<file path="src/sv/rs485_frame_receiver_core_macros.svh">
// assertion helpers used by the parser module
`ifndef RS485_FRAME_RECEIVER_CORE_MACROS_SVH
`define RS485_FRAME_RECEIVER_CORE_MACROS_SVH

// same-cycle implication, checked outside reset
`define RS485FR_ASSERT_NOW(label, clk, rst_n, ante, cons, msg) \
	label: assert property (@(posedge clk) disable iff (!rst_n) (ante) |-> (cons)) \
		else $error(msg);

// next-cycle implication, checked outside reset
`define RS485FR_ASSERT_NEXT(label, clk, rst_n, ante, cons, msg) \
	label: assert property (@(posedge clk) disable iff (!rst_n) (ante) |=> (cons)) \
		else $error(msg);

`endif

</file>
<file path="src/sv/rs485fr_pkg.sv">
`default_nettype none

package rs485fr_pkg;

	// framing bytes
	localparam logic [7:0] SOH_BYTE = 8'h01;
	localparam logic [7:0] STX_BYTE = 8'h02;
	localparam logic [7:0] ETX_BYTE = 8'h03;
	localparam logic [7:0] EOT_BYTE = 8'h04;

	// broadcast destination
	localparam logic [7:0] BROADCAST_ADDR = 8'h00;

	// header window depth (bytes held before the stx)
	localparam int WINDOW_DEPTH = 6;

	// width of each reported count
	localparam int CNT_OUT_W = 16;

	// packed output beat width
	localparam int OUT_TDATA_W = 88;
	localparam int OUT_PAD_W   = OUT_TDATA_W - (6 * 8 + 1 + 2 * CNT_OUT_W);

	// configuration register indexes
	localparam int CFG_INDEX_W = 1;
	localparam logic [CFG_INDEX_W-1:0] REG_LOCAL_STATION = 1'b0;
	localparam logic [CFG_INDEX_W-1:0] REG_PING_TYPE     = 1'b1;

	typedef enum logic [2:0] {
		PH_HUNT,
		PH_DATA,
		PH_ETX,
		PH_SUM,
		PH_EOT
	} phase_t;

	typedef enum logic [1:0] {
		KIND_DATA,
		KIND_GOOD,
		KIND_BAD_SUM,
		KIND_MALFORMED
	} kind_t;

	typedef struct packed {
		logic [7:0] local_station;
		logic [7:0] ping_type_code;
	} cfg_t;

	typedef struct packed {
		kind_t                kind;
		logic [7:0]           sender;
		logic [7:0]           destination;
		logic [7:0]           command;
		logic [7:0]           payload_length;
		logic [7:0]           packet_kind;
		logic [7:0]           data_byte;
		logic                 ping_for_us;
		logic [CNT_OUT_W-1:0] malformed_count;
		logic [CNT_OUT_W-1:0] checksum_error_count;
	} result_t;

endpackage

`default_nettype wire

</file>
<file path="src/sv/rs485_frame_receiver_core.sv">
// framed packet receiver for a half-duplex serial bus
// s_axis carries one received byte per beat in tdata[7:0]
// while hunting, a packet starts at soh, destination (local station or
// broadcast 0), sender, command, length, type, stx; the payload bytes then
// each come out on m_axis as a data beat (tuser kind 0), and the packet end
// (etx, checksum, eot) gives one beat: good (1), bad checksum (2) or
// malformed (3); ping_for_us marks a good ping aimed at this station
// cfg writes local_station (index 0) and ping_type_code (index 1); write
// only while no packet is in flight; cfg_ready is always high
// a byte accepted on s_axis passes through the input stage and then the
// result register before its result shows on m_axis
// throughput: one byte per cycle with the result side ready
// when m_axis stalls the result register holds, the input stage fills and
// s_axis_tready falls once both are occupied; nothing is dropped
// reset clears the packet state, window, counts and registers to zero and
// the block hunts for a header; no clearing pass is needed
`default_nettype none

module rs485_frame_receiver_core #(
	parameter int COUNTER_WIDTH = 16
) (
	input  wire logic       clk,
	input  wire logic       arst_n,
	input  wire logic       s_axis_tvalid,
	output logic            s_axis_tready,
	input  wire logic [7:0] s_axis_tdata,   // rx_byte
	output logic            m_axis_tvalid,
	input  wire logic       m_axis_tready,
	// sender, destination, command, payload_length, packet_kind, data_byte,
	// ping_for_us, malformed_count, checksum_error_count, zero pad
	output logic [rs485fr_pkg::OUT_TDATA_W-1:0] m_axis_tdata,
	output logic [1:0]      m_axis_tuser,   // kind
	input  wire logic       cfg_valid,
	output logic            cfg_ready,
	input  wire logic [rs485fr_pkg::CFG_INDEX_W-1:0] cfg_index,
	input  wire logic [7:0] cfg_data
);

	rs485fr_pkg::cfg_t    cfg_q;
	rs485fr_pkg::result_t result;
	logic                 valid_s1;
	logic [7:0]           byte_s1;
	logic                 advance;
	logic                 slot_free;
	logic                 emit;

	// register writes
	assign cfg_ready = 1'b1;

	always_ff @(posedge clk or negedge arst_n) begin
		if (!arst_n) begin
			cfg_q <= '0;
		end else if (cfg_valid && cfg_ready) begin
			case (cfg_index)
				rs485fr_pkg::REG_LOCAL_STATION: cfg_q.local_station  <= cfg_data;
				rs485fr_pkg::REG_PING_TYPE:     cfg_q.ping_type_code <= cfg_data;
				default: begin
				end
			endcase
		end
	end

	// a held byte is processed when the result register has room
	assign advance = valid_s1 && slot_free;

	rs485fr_in_reg u_in (
		.clk           (clk),
		.arst_n        (arst_n),
		.s_axis_tvalid (s_axis_tvalid),
		.s_axis_tready (s_axis_tready),
		.s_axis_tdata  (s_axis_tdata),
		.advance       (advance),
		.valid_s1      (valid_s1),
		.byte_s1       (byte_s1)
	);

	rs485fr_parser #(
		.COUNTER_WIDTH (COUNTER_WIDTH)
	) u_parser (
		.clk     (clk),
		.arst_n  (arst_n),
		.step    (advance),
		.rx_byte (byte_s1),
		.cfg     (cfg_q),
		.emit    (emit),
		.result  (result)
	);

	rs485fr_out_reg u_out (
		.clk           (clk),
		.arst_n        (arst_n),
		.load          (emit),
		.result        (result),
		.slot_free     (slot_free),
		.m_axis_tvalid (m_axis_tvalid),
		.m_axis_tready (m_axis_tready),
		.m_axis_tdata  (m_axis_tdata),
		.m_axis_tuser  (m_axis_tuser)
	);

endmodule

`default_nettype wire

</file>
<file path="src/sv/rs485fr_in_reg.sv">
`default_nettype none

module rs485fr_in_reg (
	input  wire logic       clk,
	input  wire logic       arst_n,
	input  wire logic       s_axis_tvalid,
	output logic            s_axis_tready,
	input  wire logic [7:0] s_axis_tdata,   // rx_byte
	input  wire logic       advance,
	output logic            valid_s1,
	output logic [7:0]      byte_s1
);

	// room whenever the held beat is empty or moves on this cycle
	assign s_axis_tready = !valid_s1 || advance;

	// occupancy of the input stage
	always_ff @(posedge clk or negedge arst_n) begin
		if (!arst_n) begin
			valid_s1 <= 1'b0;
		end else if (s_axis_tvalid && s_axis_tready) begin
			valid_s1 <= 1'b1;
		end else if (advance) begin
			valid_s1 <= 1'b0;
		end
	end

	// byte capture
	always_ff @(posedge clk) begin
		if (s_axis_tvalid && s_axis_tready) begin
			byte_s1 <= s_axis_tdata;
		end
	end

endmodule

`default_nettype wire

</file>
<file path="src/sv/rs485fr_parser.sv">
`default_nettype none

`include "rs485_frame_receiver_core_macros.svh"

module rs485fr_parser #(
	parameter int COUNTER_WIDTH = 16
) (
	input  wire logic             clk,
	input  wire logic             arst_n,
	input  wire logic             step,
	input  wire logic [7:0]       rx_byte,
	input  wire rs485fr_pkg::cfg_t cfg,
	output logic                  emit,
	output rs485fr_pkg::result_t  result
);

	rs485fr_pkg::phase_t phase_q, phase_d;

	logic [7:0] win_q [rs485fr_pkg::WINDOW_DEPTH];
	logic [7:0] idx_q;
	logic [7:0] dest_q;
	logic [7:0] send_q;
	logic [7:0] cmd_q;
	logic [7:0] len_q;
	logic [7:0] type_q;
	logic [7:0] sum_q;
	logic [7:0] recv_q;
	logic [COUNTER_WIDTH-1:0] malf_q;
	logic [COUNTER_WIDTH-1:0] bad_q;

	logic       hdr_match;
	logic       etx_ok;
	logic       eot_ok;
	logic       sum_ok;
	logic [7:0] idx_inc;
	logic       last_data;
	logic [7:0] hdr_sum;

	rs485fr_pkg::kind_t kind;
	logic       [7:0]   data_out;
	logic               ping;
	logic               load_hdr;
	logic               add_data;
	logic               take_sum;
	logic               end_pkt;
	logic               bump_malf;
	logic               bump_bad;

	logic [COUNTER_WIDTH-1:0]                      malf_next;
	logic [COUNTER_WIDTH-1:0]                      bad_next;
	logic [COUNTER_WIDTH+rs485fr_pkg::CNT_OUT_W-1:0] malf_ext;
	logic [COUNTER_WIDTH+rs485fr_pkg::CNT_OUT_W-1:0] bad_ext;

	// byte checks
	assign hdr_match = (rx_byte == rs485fr_pkg::STX_BYTE)
		&& (win_q[0] == rs485fr_pkg::SOH_BYTE)
		&& ((win_q[1] == cfg.local_station) || (win_q[1] == rs485fr_pkg::BROADCAST_ADDR));
	assign etx_ok    = (rx_byte == rs485fr_pkg::ETX_BYTE);
	assign eot_ok    = (rx_byte == rs485fr_pkg::EOT_BYTE);
	assign sum_ok    = (recv_q == sum_q);
	assign idx_inc   = idx_q + 8'd1;
	assign last_data = (idx_inc == len_q);
	assign hdr_sum   = win_q[1] + win_q[2] + win_q[3] + win_q[4] + win_q[5];

	// next phase
	always_comb begin
		phase_d = phase_q;
		if (step) begin
			case (phase_q)
				rs485fr_pkg::PH_HUNT: begin
					if (hdr_match) phase_d = rs485fr_pkg::PH_DATA;
				end
				rs485fr_pkg::PH_DATA: begin
					if (len_q == 8'd0) begin
						phase_d = etx_ok ? rs485fr_pkg::PH_SUM : rs485fr_pkg::PH_HUNT;
					end else if (last_data) begin
						phase_d = rs485fr_pkg::PH_ETX;
					end
				end
				rs485fr_pkg::PH_ETX: begin
					phase_d = etx_ok ? rs485fr_pkg::PH_SUM : rs485fr_pkg::PH_HUNT;
				end
				rs485fr_pkg::PH_SUM: begin
					phase_d = rs485fr_pkg::PH_EOT;
				end
				rs485fr_pkg::PH_EOT: begin
					phase_d = rs485fr_pkg::PH_HUNT;
				end
				default: begin
					phase_d = rs485fr_pkg::PH_HUNT;
				end
			endcase
		end
	end

	// per-byte actions and result kind
	always_comb begin
		emit      = 1'b0;
		kind      = rs485fr_pkg::KIND_DATA;
		data_out  = 8'd0;
		ping      = 1'b0;
		load_hdr  = 1'b0;
		add_data  = 1'b0;
		take_sum  = 1'b0;
		end_pkt   = 1'b0;
		bump_malf = 1'b0;
		bump_bad  = 1'b0;
		if (step) begin
			case (phase_q)
				rs485fr_pkg::PH_HUNT: begin
					load_hdr = hdr_match;
				end
				rs485fr_pkg::PH_DATA: begin
					if (len_q == 8'd0) begin
						if (!etx_ok) begin
							emit      = 1'b1;
							kind      = rs485fr_pkg::KIND_MALFORMED;
							bump_malf = 1'b1;
							end_pkt   = 1'b1;
						end
					end else begin
						emit     = 1'b1;
						kind     = rs485fr_pkg::KIND_DATA;
						data_out = rx_byte;
						add_data = 1'b1;
					end
				end
				rs485fr_pkg::PH_ETX: begin
					if (!etx_ok) begin
						emit      = 1'b1;
						kind      = rs485fr_pkg::KIND_MALFORMED;
						bump_malf = 1'b1;
						end_pkt   = 1'b1;
					end
				end
				rs485fr_pkg::PH_SUM: begin
					take_sum = 1'b1;
				end
				rs485fr_pkg::PH_EOT: begin
					emit    = 1'b1;
					end_pkt = 1'b1;
					if (!eot_ok) begin
						kind      = rs485fr_pkg::KIND_MALFORMED;
						bump_malf = 1'b1;
					end else if (sum_ok) begin
						kind = rs485fr_pkg::KIND_GOOD;
						ping = (type_q == cfg.ping_type_code) && (dest_q == cfg.local_station);
					end else begin
						kind     = rs485fr_pkg::KIND_BAD_SUM;
						bump_bad = 1'b1;
					end
				end
				default: begin
					end_pkt = 1'b1;
				end
			endcase
		end
	end

	// counts after this byte
	assign malf_next = malf_q + COUNTER_WIDTH'(bump_malf);
	assign bad_next  = bad_q + COUNTER_WIDTH'(bump_bad);
	assign malf_ext  = {{rs485fr_pkg::CNT_OUT_W{1'b0}}, malf_next};
	assign bad_ext   = {{rs485fr_pkg::CNT_OUT_W{1'b0}}, bad_next};

	// result assembly from the header as it stood before this byte
	always_comb begin
		result.kind                 = kind;
		result.sender               = send_q;
		result.destination          = dest_q;
		result.command              = cmd_q;
		result.payload_length       = len_q;
		result.packet_kind          = type_q;
		result.data_byte            = data_out;
		result.ping_for_us          = ping;
		result.malformed_count      = malf_ext[rs485fr_pkg::CNT_OUT_W-1:0];
		result.checksum_error_count = bad_ext[rs485fr_pkg::CNT_OUT_W-1:0];
	end

	// packet state
	always_ff @(posedge clk or negedge arst_n) begin
		if (!arst_n) begin
			phase_q <= rs485fr_pkg::PH_HUNT;
			for (int i = 0; i < rs485fr_pkg::WINDOW_DEPTH; i++) win_q[i] <= 8'd0;
			idx_q   <= 8'd0;
			dest_q  <= 8'd0;
			send_q  <= 8'd0;
			cmd_q   <= 8'd0;
			len_q   <= 8'd0;
			type_q  <= 8'd0;
			sum_q   <= 8'd0;
			recv_q  <= 8'd0;
			malf_q  <= '0;
			bad_q   <= '0;
		end else begin
			phase_q <= phase_d;
			malf_q  <= malf_next;
			bad_q   <= bad_next;
			// window only slides while hunting
			if (step && (phase_q == rs485fr_pkg::PH_HUNT)) begin
				for (int i = 0; i < rs485fr_pkg::WINDOW_DEPTH - 1; i++) win_q[i] <= win_q[i+1];
				win_q[rs485fr_pkg::WINDOW_DEPTH-1] <= rx_byte;
			end
			if (load_hdr) begin
				dest_q <= win_q[1];
				send_q <= win_q[2];
				cmd_q  <= win_q[3];
				len_q  <= win_q[4];
				type_q <= win_q[5];
				sum_q  <= hdr_sum;
				idx_q  <= 8'd0;
			end
			if (add_data) begin
				sum_q <= sum_q + rx_byte;
				idx_q <= last_data ? 8'd0 : idx_inc;
			end
			if (take_sum) begin
				recv_q <= rx_byte;
			end
			if (end_pkt) begin
				dest_q <= 8'd0;
				send_q <= 8'd0;
				cmd_q  <= 8'd0;
				len_q  <= 8'd0;
				type_q <= 8'd0;
				sum_q  <= 8'd0;
				recv_q <= 8'd0;
				idx_q  <= 8'd0;
			end
		end
	end

	// checks
	`RS485FR_ASSERT_NEXT(a_sum_then_eot, clk, arst_n,
		step && (phase_q == rs485fr_pkg::PH_SUM), phase_q == rs485fr_pkg::PH_EOT,
		"checksum byte not followed by eot phase")
	`RS485FR_ASSERT_NOW(a_idx_in_range, clk, arst_n,
		(phase_q == rs485fr_pkg::PH_DATA) && (len_q != 8'd0), idx_q < len_q,
		"payload index ran past declared length")
	`RS485FR_ASSERT_NEXT(a_malf_count, clk, arst_n,
		emit && (kind == rs485fr_pkg::KIND_MALFORMED),
		(malf_q == $past(malf_q) + 1'b1) && (phase_q == rs485fr_pkg::PH_HUNT),
		"malformed packet not counted or not back to hunting")

endmodule

`default_nettype wire

</file>
<file path="src/sv/rs485fr_out_reg.sv">
`default_nettype none

module rs485fr_out_reg (
	input  wire logic                 clk,
	input  wire logic                 arst_n,
	input  wire logic                 load,
	input  wire rs485fr_pkg::result_t result,
	output logic                      slot_free,
	output logic                      m_axis_tvalid,
	input  wire logic                 m_axis_tready,
	// sender, destination, command, payload_length, packet_kind, data_byte,
	// ping_for_us, malformed_count, checksum_error_count, zero pad
	output logic [rs485fr_pkg::OUT_TDATA_W-1:0] m_axis_tdata,
	output logic [1:0]                m_axis_tuser  // kind
);

	logic                 out_valid_q;
	rs485fr_pkg::result_t res_q;

	// a new result may land when the register is empty or being drained
	assign slot_free = !out_valid_q || m_axis_tready;

	// occupancy
	always_ff @(posedge clk or negedge arst_n) begin
		if (!arst_n) begin
			out_valid_q <= 1'b0;
		end else if (load) begin
			out_valid_q <= 1'b1;
		end else if (m_axis_tready) begin
			out_valid_q <= 1'b0;
		end
	end

	// result capture
	always_ff @(posedge clk) begin
		if (load) begin
			res_q <= result;
		end
	end

	// beat packing, first field lowest
	assign m_axis_tvalid = out_valid_q;
	assign m_axis_tuser  = res_q.kind;
	assign m_axis_tdata  = {
		{rs485fr_pkg::OUT_PAD_W{1'b0}},
		res_q.checksum_error_count,
		res_q.malformed_count,
		res_q.ping_for_us,
		res_q.data_byte,
		res_q.packet_kind,
		res_q.payload_length,
		res_q.command,
		res_q.destination,
		res_q.sender
	};

endmodule

`default_nettype wire

</file>
<file path="config.mk">
export PLATFORM = sky130hd
export DESIGN_NAME = rs485_frame_receiver_core
export DESIGN_NICKNAME = d
export VERILOG_FILES = /design/src/sv/rs485fr_pkg.sv /design/src/sv/rs485_frame_receiver_core.sv /design/src/sv/rs485fr_in_reg.sv /design/src/sv/rs485fr_parser.sv /design/src/sv/rs485fr_out_reg.sv
export VERILOG_INCLUDE_DIRS = /design/src /design/src/sv
export SDC_FILE = /design/constraint.sdc
export NUM_CORES = 1
export LEC_CHECK = 0
export BUFFER_PORTS_ARGS = -buffer_cell sky130_fd_sc_hd__buf_2
export CORE_MARGIN = 10
export CORE_UTILIZATION = 55
export CTS_CLUSTER_SIZE = 14
export DETAILED_ROUTE_END_ITERATION = 12
export GPL_TIMING_DRIVEN = 0
export PLACE_DENSITY = 0.85
export SYNTH_ARGS = -nofsm -noshare
export SYNTH_HDL_FRONTEND = slang
export SYNTH_HIERARCHICAL = 1
export SYNTH_SLANG_ARGS = --single-unit
</file>
<file path="constraint.sdc">
create_clock -name clk -period 7.7 [get_ports clk]
set_clock_uncertainty 0.1 [all_clocks]
set_input_delay 0.77 -clock clk [delete_from_list [all_inputs] [get_ports clk]]
set_output_delay 0.77 -clock clk [all_outputs]
set_load 0.05 [all_outputs]
</file>
After elaboration in Yosys (flattened, before gate mapping):

Index checks and enable logic that the tools add are counted.

* register bits: 256
* input bits: 22
* output and inout port bits: 93
* word-level logic and storage cells: 137

* add/subtract/negate cells: 8
* equality and inequality tests: 15
* multiplexer cells: 54
* bitwise logic cells: 3
* reduce and logical (&&, ||, !) cells: 25

Operators by type and width (count)
* 2-to-1 mux 8 bit: 19
* adder 8 bit: 5
* equality test 8 bit: 5
* adder 16 x 1 -> 16 bit: 2
* 2-to-1 mux 1 bit: 22
* equality test 8 x 2 -> 1 bit (second input constant): 2
* logical NOT 8 bit: 2
* one-hot mux 3 bit (4 select lines): 1
* 2-to-1 mux 2 bit: 5
* 2-to-1 mux 3 bit: 3
* one-hot mux 1 bit (3 select lines): 3
* adder 8 x 1 -> 8 bit (second input constant): 1
* equality test 8 x 1 -> 1 bit (second input constant): 1
* equality test 8 x 3 -> 1 bit (second input constant): 1
* nonzero test 2 bit: 4
* equality test 3 x 2 -> 1 bit (second input constant): 2
* logical AND 1 bit: 6
* one-hot mux 2 bit (3 select lines): 1
* AND reduction 2 bit: 2
* AND reduction 4 bit: 1
* equality test 3 x 1 -> 1 bit (second input constant): 1
* equality test 3 bit (second input constant): 1
* logical NOT 3 bit: 1
* logical OR 1 bit: 3
* 8 further kinds: 11

Depth between registers and ports, before layout:

Gate-level depths: netlist of the first run.

* word-level depth: 8
* gate-level depth with buffers: 14
* depth with buffers taken out: 14

Cells and area by module:

Netlist of the first run, hierarchy kept.

By module, submodules not included
* rs485fr_parser: times used 1, cells each 808, area an instance 8277.9 um^2, sequential area each 3678.5 um^2
* rs485fr_out_reg: times used 1, cells each 94, area an instance 2596.2 um^2, sequential area each 2517.4 um^2
* rs485_frame_receiver_core: times used 1, cells each 38, area an instance 631.9 um^2, sequential area each 400.4 um^2
* rs485fr_in_reg: times used 1, cells each 12, area an instance 294.0 um^2, sequential area each 265.3 um^2

Worst setup path after synthesis of the first run:

OpenSTA, ideal clock, no wires.

* kind: in2reg
* from: input m_axis_tready
* to: register u_out.out_valid_q, in the netlist u_out/m_axis_tvalid
* setup time: 0.092 ns
* data arrival time: 5.889 ns
* required time: 7.508 ns
* setup slack: 1.618 ns
* cell stages on the path: 5
* path buffers: 0
* path through: nand2b_4 and2_1 inv_1 a21oi_1 nand2b_2

* word-level cells in the longest chain between the ends: 4
* elaborated cells on any way between the ends: 5
* those cells by class: mux: 2; reduce/logical: 3

Ends and longest elaborated chain
* start: declaration: line rs485_frame_receiver_core.sv:28 `input wire logic m_axis_tready,`
* logical OR 1 bit (*): line rs485fr_out_reg.sv:21 `assign slot_free = !out_valid_q || m_axis_tready;`
* logical AND 1 bit (*): line rs485_frame_receiver_core.sv:64 `assign advance = valid_s1 && slot_free;`
* net advance: line rs485_frame_receiver_core.sv:43 `logic advance;`
* 2-to-1 mux 1 bit (*): line rs485fr_parser.sv:108 `if (step) begin`
* net emit: line rs485_frame_receiver_core.sv:45 `logic emit;`
* 2-to-1 mux 1 bit or nonzero test 2 bit (tied branches)
* end signal: assignment: line rs485fr_out_reg.sv:26 `out_valid_q <= 1'b0;`
* end signal: assignment: line rs485fr_out_reg.sv:28 `out_valid_q <= 1'b1;`
* end signal: assignment: line rs485fr_out_reg.sv:30 `out_valid_q <= 1'b0;`
* end: declaration: line rs485fr_out_reg.sv:17 `logic out_valid_q;`

The timed path passes the listed nets; every way through them passes the cells marked *.
A chain may end at the register's enable or synchronous reset.

==> results.md, run 1 <==
* Maximum fanout along the worst path at 5
* Clock buffer depth at 3
* CP startpoint kind: flip-flop
* Post-route DRC violation count at 0
* Skew-Pair Late Insertion Delay at ~0.53 ns
* Power Density at 400.9 nW/um2
* Final ANT Viol Nets at 0
* Max Clock Freq at 248.7 MHz
* Die footprint at 27,710 um2
* Most common flop cell mapped by yosys: dfrtp_1
* DR iter-0 viols at about 600
* Global-route wire length before repair at ~43 mm
* Area growth syn-to-layout at 15.85%
* CTS tree: built
* Clk sinks at 256
* Register Area at 6862 um2
* Pre-antenna DRT Iters at 6
* Inserted Clock Buffers at 26
* Crit path capture type: flip-flop
* Status: finished, final reports clean
* Main area contributors after synthesis: dfrtp_1 35%, edfxtp_1 23%, xnor2_1 4.0%
* Yosys reg bits at 256
* Multi-input gate area at 4424 um2
* Total track usage at 0.1864
* Most frequent cells in the layout: 165 x dfrtp_1, 109 x buf_2, 93 x nand2_1
* Crit-path max cell delay at approximately 0.60 ns
* Root Buffer: clkbuf_16
* Pleak at 6.027 nW
* Reg clk slew, reported paths at 0.06 ns
* Relative slew slack at 0.3442
* Max Cap Violations at 0
* Core Rows at 53
* WL final at approximately 26 mm
* Initial Utilization at 0.5596
* Asr flop ratio synth at 0.6445
* ANT cells at 0
* Vias per inst at 5.555
* DP Area at 12,790 um2
* HPWL after DPL at between 15 and 20 mm
* RSZ-0062 raised after global routing: no
* Worst vdd ir at 0.0003133 V
* Finish-stage setup viols at 0
* Fin util at 0.6483
* Final non-filler cell area at 13,670 um2
* Share of post-route cells with drive strength above 1 at 0.2753
* NumNets Final at ~1,200
* # hold bufs at CTS at 0
* GRT Max-Usage Layer: met2
* Area leader, netlist: dfrtp_1
* Post-synth EDFFs at between 90 and 100
* Number of port buffers at 106
* Post-synthesis cell type count at between 60 and 70
* Crit path kind: reg2reg
* Total power at around 5.5 mW
* CP max stage cell: or4_4
* Commonest non-fill, non-tap cell in the layout: dfrtp_1
* H-tree depth at 1
* Final period util at 0.5223
* Delay-heaviest family, CP: simple AND/OR/NAND/NOR gates
* Vias in the first global route at 8,073
* Fill cells at about 1,500
* Post-CTS Repair Setup Buffers at 0
* Inst Count DP at 1,342
* Vias at 7,721
* WP data required at roughly 7.9 ns
* Initial antenna violation count at 0
* Hold Vio Cnt, Final at 0
* Share of the synthesized area in the top cell type at 0.3499
* Grt met2 use at 0.3222
* Top-Level Pins at 115
* Ys Warns at 6
* Slew @ Worst Pin at 0.9762 ns
* Crit path DAT at 4.25 ns
* Die Span Y at roughly 170 um
* Syn_area_per_cell at 12.40 um2
* Gr ovfl total at 0
* Met1 usage at 0.2263
* Seq/Total Area, Yosys at 0.5815
* WL per Instance at 18.99 um
* Post-route non-filler standard cell count at 1,390
* Mapped Cells at 952
* Core ar. at 21,090 um2
* Met3 usage at 0.03507
* Post-Syn Area at 11,800 um2
* Cell repeated most along the worst path: ha_1
* Slew Limit Fails at 0
* Crit-path cells: or4_4, or3_4, nor3b_1, nor2b_1, and3_1, ha_1, ha_1, nand3_1, or2_2, nor2_1, xor2_1
* CP bufs+invs at 0
* GPL Wtd Cong at around 0.89
* R2R setup slack at about 3.7 ns
* Largest net degree at the start of global routing at ~120
* Die X at around 170 um
* Min cycle time layout at 4.022 ns
* # resized after CTS at 0
* Worst Hold Class: in2async
## through the flow
step / TNS, ns / hold WS, ns / setup slack, ns
4_1_cts: 0 / 0.03508 / 3.732
3_3_place_gp: -21.23 / 0.3305 / -0.4615
6_report: 0 / 0.03929 / 3.678
5_1_grt: 0 / 0.05382 / 3.578
3_5_place_dp: 0 / 0.3327 / 3.828
2_1_floorplan: 0 / 0.3248 / 1.618
## worst reg2reg max path, delay by kind of cell, from the launching register on
kind	cells	cell delay, ns
and+or+nand+nor	8	2.47
DFF	1	0.53
xor gates and xnor gates	1	0.25
adders and majority gates	2	0.48
## path summary, 6_finish.rpt
| path | endpoint | startpoint | cells after the start |
|---|---|---|---|
| setup / recovery | u_out/m_axis_tdata[79] | u_in/byte_s1[4] | 11 |
| setup reg to reg | u_out/m_axis_tdata[79] | u_in/byte_s1[4] | 11 |
| hold / removal | u_parser/bad_q[9] | arst_n | 1 |
| hold reg to reg | u_out/m_axis_tdata[23] | u_parser/cmd_q[7] | 0 |
| max in group asynchronous | u_parser/win_q[39] | arst_n | 2 |
| min in group clk | u_in/byte_s1[2] | s_axis_tdata[2] | 1 |
## sequential cells by signal, indices dropped and copies added, names as in the netlist, 16 cells and up
signal              cells
u_out/m_axis_tdata     81
cfg_q                  16
u_parser/malf_q        16
u_parser/bad_q         16
u_parser/win_q         48
## cell families (layout without fill, tap and decap cells)
family,count (synthesis),after routing,synth area share
AND/OR/NAND/NOR,281,281,0.1288
flip-flops,256,256,0.5815
AO/OA/AOI/OAI,136,136,0.08292
buffers and inverters,109,266,0.04644
XOR/XNOR,86,86,0.06383
adder cells (fa/ha/maj),41,41,0.05683
multiplexers,41,41,0.03902
other,2,8,0.0006364
## Yosys cell counts, types with 5 or more instances
| cell | number |
|---|---|
| a21o_1 | 5 |
| a21oi_1 | 20 |
| a21oi_2 | 40 |
| a221o_1 | 6 |
| a22o_1 | 9 |
| and3_1 | 18 |
| buf_12 | 5 |
| buf_4 | 14 |
| clkbuf_1 | 15 |
| dfrtp_1 | 165 |
| edfxtp_1 | 91 |
| fa_1 | 21 |
| ha_1 | 20 |
| inv_1 | 67 |
| mux2_2 | 40 |
| nand2_1 | 93 |
| nand2_2 | 41 |
| nand2b_1 | 6 |
| nand3_1 | 18 |
| nand3b_1 | 8 |
| nand4_1 | 11 |
| nor2_1 | 37 |
| nor3_1 | 7 |
| nor4_1 | 7 |
| o21ai_0 | 30 |
| xnor2_1 | 54 |
| xor2_1 | 32 |
## final cells by class
class	count	area share
buffer	42	0.02169
clock buffer	35	0.05235
clock inverter	13	0.01236
inverter	67	0.01840
multi-input combinational	593	0.3236
sequential	256	0.5019
tap	275	0.02517
timing repair buffer	109	0.04448
## where the power goes
part / internal [mW] / switching (mW) / leakage [nW]
clock network: 0.785 / 0.508 / 0.423
logic: 0.896 / 1.40 / 2.57
registers: 1.67 / 0.224 / 3.03
## layer usage
layer  wire, um  part of all wire
met5          0                 0
met4        955             0.036
met3       1692             0.064
met2      13320              0.50
met1      10430              0.40
(Power assumes the default switching activity.)
==> run 2: changes to the inputs <==
--- a/config.mk
+++ b/config.mk
@@ -6,6 +6,7 @@
 export SDC_FILE = /design/constraint.sdc
 export NUM_CORES = 1
 export LEC_CHECK = 0
+export ABC_AREA = 1
 export BUFFER_PORTS_ARGS = -buffer_cell sky130_fd_sc_hd__buf_2
 export CORE_MARGIN = 10
 export CORE_UTILIZATION = 55
==> constraint.sdc (replaced) <==
create_clock -name clk -period 3.9 [get_ports clk]
set_clock_uncertainty 0.1 [all_clocks]
set_input_delay 0.39 -clock clk [delete_from_list [all_inputs] [get_ports clk]]
set_output_delay 0.39 -clock clk [all_outputs]
set_load 0.05 [all_outputs]
==> results.md, run 2 <==
* Seq/Total Area, Yosys at 0.5896
* Commonest non-fill, non-tap cell in the layout: nand2_1
* Final period util at 0.9519
* Total power at 13.84 mW
* Slew Limit Fails at 0
* Crit-path max cell delay at 0.51 ns
* Sum Neg Setup Slack at 0 ns
* Finish-stage setup viols at 0
* CP startpoint kind: flip-flop
* Hold endpoint: cfg_q[2]
* Inserted Clock Buffers at 26
* Worst r2r src: u_in/byte_s1[7]
* Most frequent cells in the layout: 279 x nand2_1, 165 x dfrtp_1, 130 x nand3_1
* Max FFs per register at 81
* WL per Instance at 17.82 um
* Core Rows at 53
* Compound-Gate Fraction of Synth Area at 0.05214
* Min cycle time layout at 3.712 ns
* GPL Wtd Cong at between 0.9 and 1
* Clock buffer depth at 3
* Global-route wire length before repair at between 40 and 50 mm
* Vias per inst at 5.484
* Post-route non-filler standard cell count at ~1,600
* Core ar. at 20,890 um2
* Clk sinks at roughly 260
* Largest net degree at the start of global routing at 98
* Simple-Gate Fraction of Synth Area at 0.1899
* Reg2Reg Depth at 17
* Skew-Pair Late Insertion Delay at between 0.5 and 0.6 ns
* Slew @ Worst Pin at ~1.1 ns
* Crit path DAT at 3.87 ns
* Die X at 165.5 um
* Initial antenna violation count at 0
* Root Buffer: clkbuf_16
* Gr ovfl total at 0
* Area leader, netlist: dfrtp_1
* CTS tree: built
* DP Area at 12,620 um2
* ANT cells at 0
* Total track usage at 0.2050
* Place WS at -0.04852 ns
* Vias in the first global route at 8,702
* Share of post-route cells with drive strength above 1 at 0.1700
* Crit path capture type: flip-flop
* Critical R2R Capture: u_out/m_axis_tdata[79]
* Reg clk slew, reported paths at roughly 0.060 ns
* Inst Count DP at 1,526
* Crit-path cells: inv_2, nand4_1, inv_2, nand3_1, nor3_2, nand2_1, nor3_2, ha_1, ha_1, nand3_1, nor3b_2, nand2_1, nor2_1, nand3_1, nor2_2, nand2_1, xnor2_1
* Ys Warns at 6
* Die footprint at 27,380 um2
* NumNets Final at about 1,400
* Main area contributors after synthesis: dfrtp_1 35%, edfxtp_1 23%, nand2_1 9.0%
* Power Density at roughly 1000 nW/um2
* Post-route DRC violation count at 0
* Max Clock Freq at 269.4 MHz
* Hold Vio Cnt, Final at 0
* Pre-antenna DRT Iters at 5
* WP data required at 4.05 ns
* Maximum fanout along the worst path at 4
* Syn_area_per_cell at 10.23 um2
* HPWL after DPL at 20.34 mm
* Post-route setup slack at 0.1876 ns
* Largest family of logic cells by synthesized area: simple AND/OR/NAND/NOR gates
* Mux cell area share after synthesis at 0.001720
* Crit path kind: reg2reg
* Post-synthesis cell type count at 45
* Area growth syn-to-layout at 17.47%
* Worst vdd ir at 0.0006462 V
* Fill cells at 1,520
* Number of port buffers at 104
* Final non-filler cell area at 13,670 um2
* Pleak at 6.502 nW
* Worst Hold Class: in2reg
* Max Cap Violations at 0
* Mapped Cells at 1,138
* R2R setup slack at approximately 0.19 ns
* Die Span Y at 165.5 um
* CP max stage cell: edfxtp_1
* H-tree depth at 1
* Xor and xnor fraction of the mapped netlist area at 0.04214
* Most common flop cell mapped by yosys: dfrtp_1
* Final ANT Viol Nets at 0
* Status: finished, final reports clean
* Relative slew slack at 0.2891
* Vias at 8,703
* Initial Utilization at 0.5572
* WL final at 28.27 mm
* DR iter-0 viols at 834
* Worst hold path startpoint: cfg_data[2]
* Asr flop ratio synth at 0.6445
* Post-synth EDFFs at 91
* Top-Level Pins at 115
* Share of the synthesized area in the top cell type at 0.3548
* Yosys reg bits at 256
* Top-count cell post-synth: nand2_1
* Post-Syn Area at 11,640 um2
* Worst hold path depth at 3
* Post-synth top cells: 279 x nand2_1, 165 x dfrtp_1, 130 x nand3_1
* Post-Synth Adder-Cell Area at 0.05762
## run 2: changes by cell type after synthesis, moves of 17 or more
cell | before | now
xnor2_1 | 54 | 29
o21ai_0 | 30 | 52
a21oi_2 | 40 | 4
mux2_2 | 40 | 0
nand2_1 | 93 | 279
and3_1 | 18 | 0
nand3_1 | 18 | 130
o21ai_1 | 1 | 18
inv_1 | 67 | 119
nand2_2 | 41 | 7
## run 2: logic make-up (layout without fill, tap and decap cells)
logic type                 after synthesis  in the layout
buffers and inverters                  169            337
other                                    2              8
xor gates and xnor gates                56             56
adders and majority gates               41             41
DFF                                    256            256
AOI/OAI and AO/OA                      107            107
muxes                                    2              2
and+or+nand+nor                        505            505
## run 2: how the worst max path moves through the flow
| stage | cells past startpoint | slack, ns | end | startpoint |
|---|---|---|---|---|
| 6_report | 17 | 0.19 | u_out/m_axis_tdata[79] | u_in/byte_s1[7] |
| 5_1_grt | 17 | -0.01 | u_out/m_axis_tdata[79] | u_in/byte_s1[7] |
| 4_1_cts | 17 | 0.04 | u_out/m_axis_tdata[79] | u_in/byte_s1[5] |
| 3_5_place_dp | 17 | -0.05 | u_out/m_axis_tdata[79] | u_in/byte_s1[5] |
| 3_3_place_gp | 1 | -0.18 | u_parser/malf_q[15] | arst_n |
| 2_1_floorplan | 16 | 0.52 | u_parser/sum_q[7] | u_parser/win_q[1] |
## run 2: report_power, final
| part | total, mW | internal [mW] | switching [mW] |
|---|---|---|---|
| sequential | 4.44 | 3.80 | 0.639 |
| combinational | 6.77 | 2.25 | 4.51 |
| clock | 2.64 | 1.60 | 1.03 |
## run 2: timing repair
action	4_1_cts	5_1_grt
endpoints found under the setup margin	3	4
hold endpoints to repair	77	0
pin swaps	0	0
hold buffers	10	0
gates resized for setup	2	2
setup buffers	0	3
## run 2: layout make-up
cell class,count,area [um2],share of cell area
Clock inverter,13,167.7,0.01226
Inverter,128,485.5,0.03551
Buffer,41,286.5,0.02096
Multi-Input combinational cell,719,4060,0.2970
Clock buffer,35,745.7,0.05454
Sequential cell,256,6862,0.5019
Timing Repair Buffer,120,720.7,0.05271
Tap cell,275,344.1,0.02517
## run 2: stage by stage
step / utilization / hold WS [ns]
floorplan: - / -0.005591
global placement: 0.6004 / 0.3318
detailed placement: 0.6041 / 0.2947
CTS: 0.6531 / 0.002713
global route: 0.6545 / 0.01520
finish: 0.6545 / 0.01539
## run 2: layer usage
| metal | share of wire | GRT usage |
|---|---|---|
| met1 | 0.39 | 0.2571 |
| met2 | 0.49 | 0.3450 |
| met3 | 0.085 | 0.03570 |
| met4 | 0.034 | 0.08500 |
| met5 | 0 | 0 |
## run 2: worst max-delay path: cells and delay by family (launching register included)
family        cells  cell delay, ns
xor+xnor          1            0.15
fa+ha+maj         2            0.42
buf+inv           2            0.23
flops             1            0.51
simple gates     12            2.02
==> run 3: changes to the inputs <==
--- a/config.mk
+++ b/config.mk
@@ -7,6 +7,7 @@
 export NUM_CORES = 1
 export LEC_CHECK = 0
 export ABC_AREA = 1
+export ABC_CLOCK_PERIOD_IN_PS = 3900
 export BUFFER_PORTS_ARGS = -buffer_cell sky130_fd_sc_hd__buf_2
 export CORE_MARGIN = 10
 export CORE_UTILIZATION = 55
@@ -16,5 +17,4 @@
 export PLACE_DENSITY = 0.85
 export SYNTH_ARGS = -nofsm -noshare
 export SYNTH_HDL_FRONTEND = slang
-export SYNTH_HIERARCHICAL = 1
 export SYNTH_SLANG_ARGS = --single-unit
==> results.md, run 3 <==
* Pleak at 6.335 nW
* Worst Hold Class: in2reg
* Post-synth top cells: 197 x nand2_1, 165 x dfrtp_1, 151 x inv_1
* Cell repeated most along the worst path: inv_1
* Final hold slack at between 0.02 and 0.03 ns
* Crit-path max cell delay at about 0.54 ns
* Max Cap Violations at 0
* Crit path DAT at 4.00 ns
* Area growth syn-to-layout at 16.70%
* CTS tree: built
* Relative slew slack at 0.5828
* Reg2Reg Depth at 14
* Status: finished, final reports clean
* Register Area at 6862 um2
* Core ar. at 20,890 um2
* WL final at 28.63 mm
* WL per Instance at 18.53 um
* Clk sinks at 256
* Place WS at between 0.15 and 0.2 ns
* Multi-input gate area at 3941 um2
* Die Span Y at 165.2 um
* Max Clock Freq at roughly 270 MHz
* Slew @ Worst Pin at 0.6243 ns
* RSZ-0062 raised after global routing: no
* Yosys reg bits at between 200 and 300
* Delay-heaviest family, CP: adder cells
* NumNets Final at 1,314
* Max FFs per register at 81
* Mapped Cells at 1,099
* Fill cells at 1,507
* Largest net degree at the start of global routing at 99
* ANT cells at 0
* CP Launch Point: u_parser.win_q[3]
* GPL Wtd Cong at 0.9630
* Commonest non-fill, non-tap cell in the layout: nand2_1
* Total power at 13.07 mW
* H-tree depth at 1
* Area leader, netlist: dfrtp_1
* Post-Syn Area at 11,600 um2
* Top-count cell post-synth: nand2_1
* Vias per inst at 5.639
* Clock buffer depth at 3
* Post-synth EDFFs at between 90 and 100
* R2R setup slack at 0.20 ns
* Critical R2R Capture: u_parser.sum_q[4]
* Vias in the first global route at between 8,000 and 9,000
* Share of post-route cells with drive strength above 1 at 0.1685
* Inserted Clock Buffers at 25
* Die X at 165.2 um
* Post-route setup slack at approximately 0.2 ns
* Sum Neg Setup Slack at 0 ns
* CP max stage cell: fa_1
* Fin util at 0.6479
* Worst r2r src: u_parser.win_q[3]
* Pre-antenna DRT Iters at 6
* Reg clk slew, reported paths at 0.06 ns
* Vias at 8,712
* Post-CTS Repair Setup Buffers at 0
* Worst vdd ir at 0.0007259 V
* CP startpoint kind: flip-flop
* Asr flop ratio synth at 0.6445
* Skew-Pair Late Insertion Delay at ~0.54 ns
* Post-route DRC violation count at 0
* Final period util at 0.9478
* Total track usage at 0.2068
* Initial antenna violation count at 0
* Global-route wire length before repair at 45.06 mm
* DR iter-0 viols at 932
* Min cycle time layout at 3.697 ns
* Ys Warns at 0
* Main area contributors after synthesis: dfrtp_1 36%, edfxtp_1 24%, nand2_1 6.4%
* Finish-stage setup viols at 0
* Post-synthesis cell type count at 46
* Final ANT Viol Nets at 0
* Crit path capture type: flip-flop
* Die footprint at 27,290 um2
* Top-Level Pins at 115
* Maximum fanout along the worst path at 5
* Crit path to: u_parser.sum_q[4]
* Seq/Total Area, Yosys at 0.5917
* Syn_area_per_cell at approximately 11 um2
* Gr ovfl total at 0
* Initial Utilization at 0.5551
* Critical Path Stages at 14
* WP data required at between 4 and 5 ns
* Crit path kind: reg2reg
* Most common flop cell mapped by yosys: dfrtp_1
* HPWL after DPL at roughly 20 mm
* Slew Limit Fails at 0
* Core Rows at 53
* Power Density at 965.8 nW/um2
* CP bufs+invs at 4
* Number of port buffers at 106
* Root Buffer: clkbuf_16
* Hold Vio Cnt, Final at 0
* Share of the synthesized area in the top cell type at 0.3561
* Crit-path cells: inv_1, fa_1, inv_1, fa_1, inv_1, fa_1, inv_1, ha_1, a21o_1, a31oi_1, xor2_1, mux2i_1, nand2_1, o21ai_1
* Most frequent cells in the layout: 197 x nand2_1, 165 x dfrtp_1, 151 x inv_1
## run 3: where the power goes
group          switching [mW]  total [mW]  internal, mW
registers               0.503        4.16          3.66
clock network            1.03        2.49          1.46
logic                    4.34        6.42          2.07
## run 3: per-layer routing
metal,global-route usage,routed length (um),vias up
met4,0.08977,1145,0
met1,0.2531,10880,4248
li1,-,-,3922
met3,0.02950,2324,94
met5,0,0,-
met2,0.3581,14280,448
## run 3: worst min path at each step
| stage | startpoint | to | slack [ns] | cells past startpoint |
|---|---|---|---|---|
| after floorplan | arst_n | cfg_q[0] | -0.006 | 0 |
| after global placement | u_parser.len_q[4] | u_out.m_axis_tdata[28] | 0.33 | 0 |
| after detailed placement | arst_n | u_parser.bad_q[15] | 0.27 | 1 |
| after CTS | cfg_data[4] | cfg_q[12] | 0.02 | 3 |
| after global routing | cfg_data[1] | cfg_q[1] | 0.04 | 3 |
| final | cfg_data[4] | cfg_q[12] | 0.03 | 3 |
## run 3: worst min-delay path, cell delays in order
cell	delay, ns
buf_2	0.09
inv_1	0.05
o21ai_0	0.08
## run 3: final cells by class
cell class | instances | area share
Buffer | 37 | 0.01701
Clock buffer | 36 | 0.05464
Clock inverter | 10 | 0.008044
Inverter | 159 | 0.04429
Multi-Input combinational cell | 653 | 0.2912
Sequential cell | 256 | 0.5070
Tap cell | 275 | 0.02543
Timing Repair Buffer | 119 | 0.05233
## run 3: repair_timing
item | in CTS | in global routing
resized for setup | 0 | 1
endpoints found under the setup margin | 0 | 5
hold buffers | 10 | 0
hold endpoints to repair | 76 | 0
## run 3: stage by stage
stage	cells	cell area, um2
floorplan	1105	11620
global placement	1486	12500
detailed placement	1489	12580
CTS	1545	13530
global route	1545	13530
finish	1545	13530
## run 3: logic make-up after synthesis
family,Yosys count,synth area share
compound gates,161,0.07920
xor+xnor,62,0.04683
fa+ha+maj,41,0.05783
buf+inv,196,0.07154
flops,256,0.5917
mux,3,0.002590
other cells,2,0.0006476
simple gates,378,0.1497
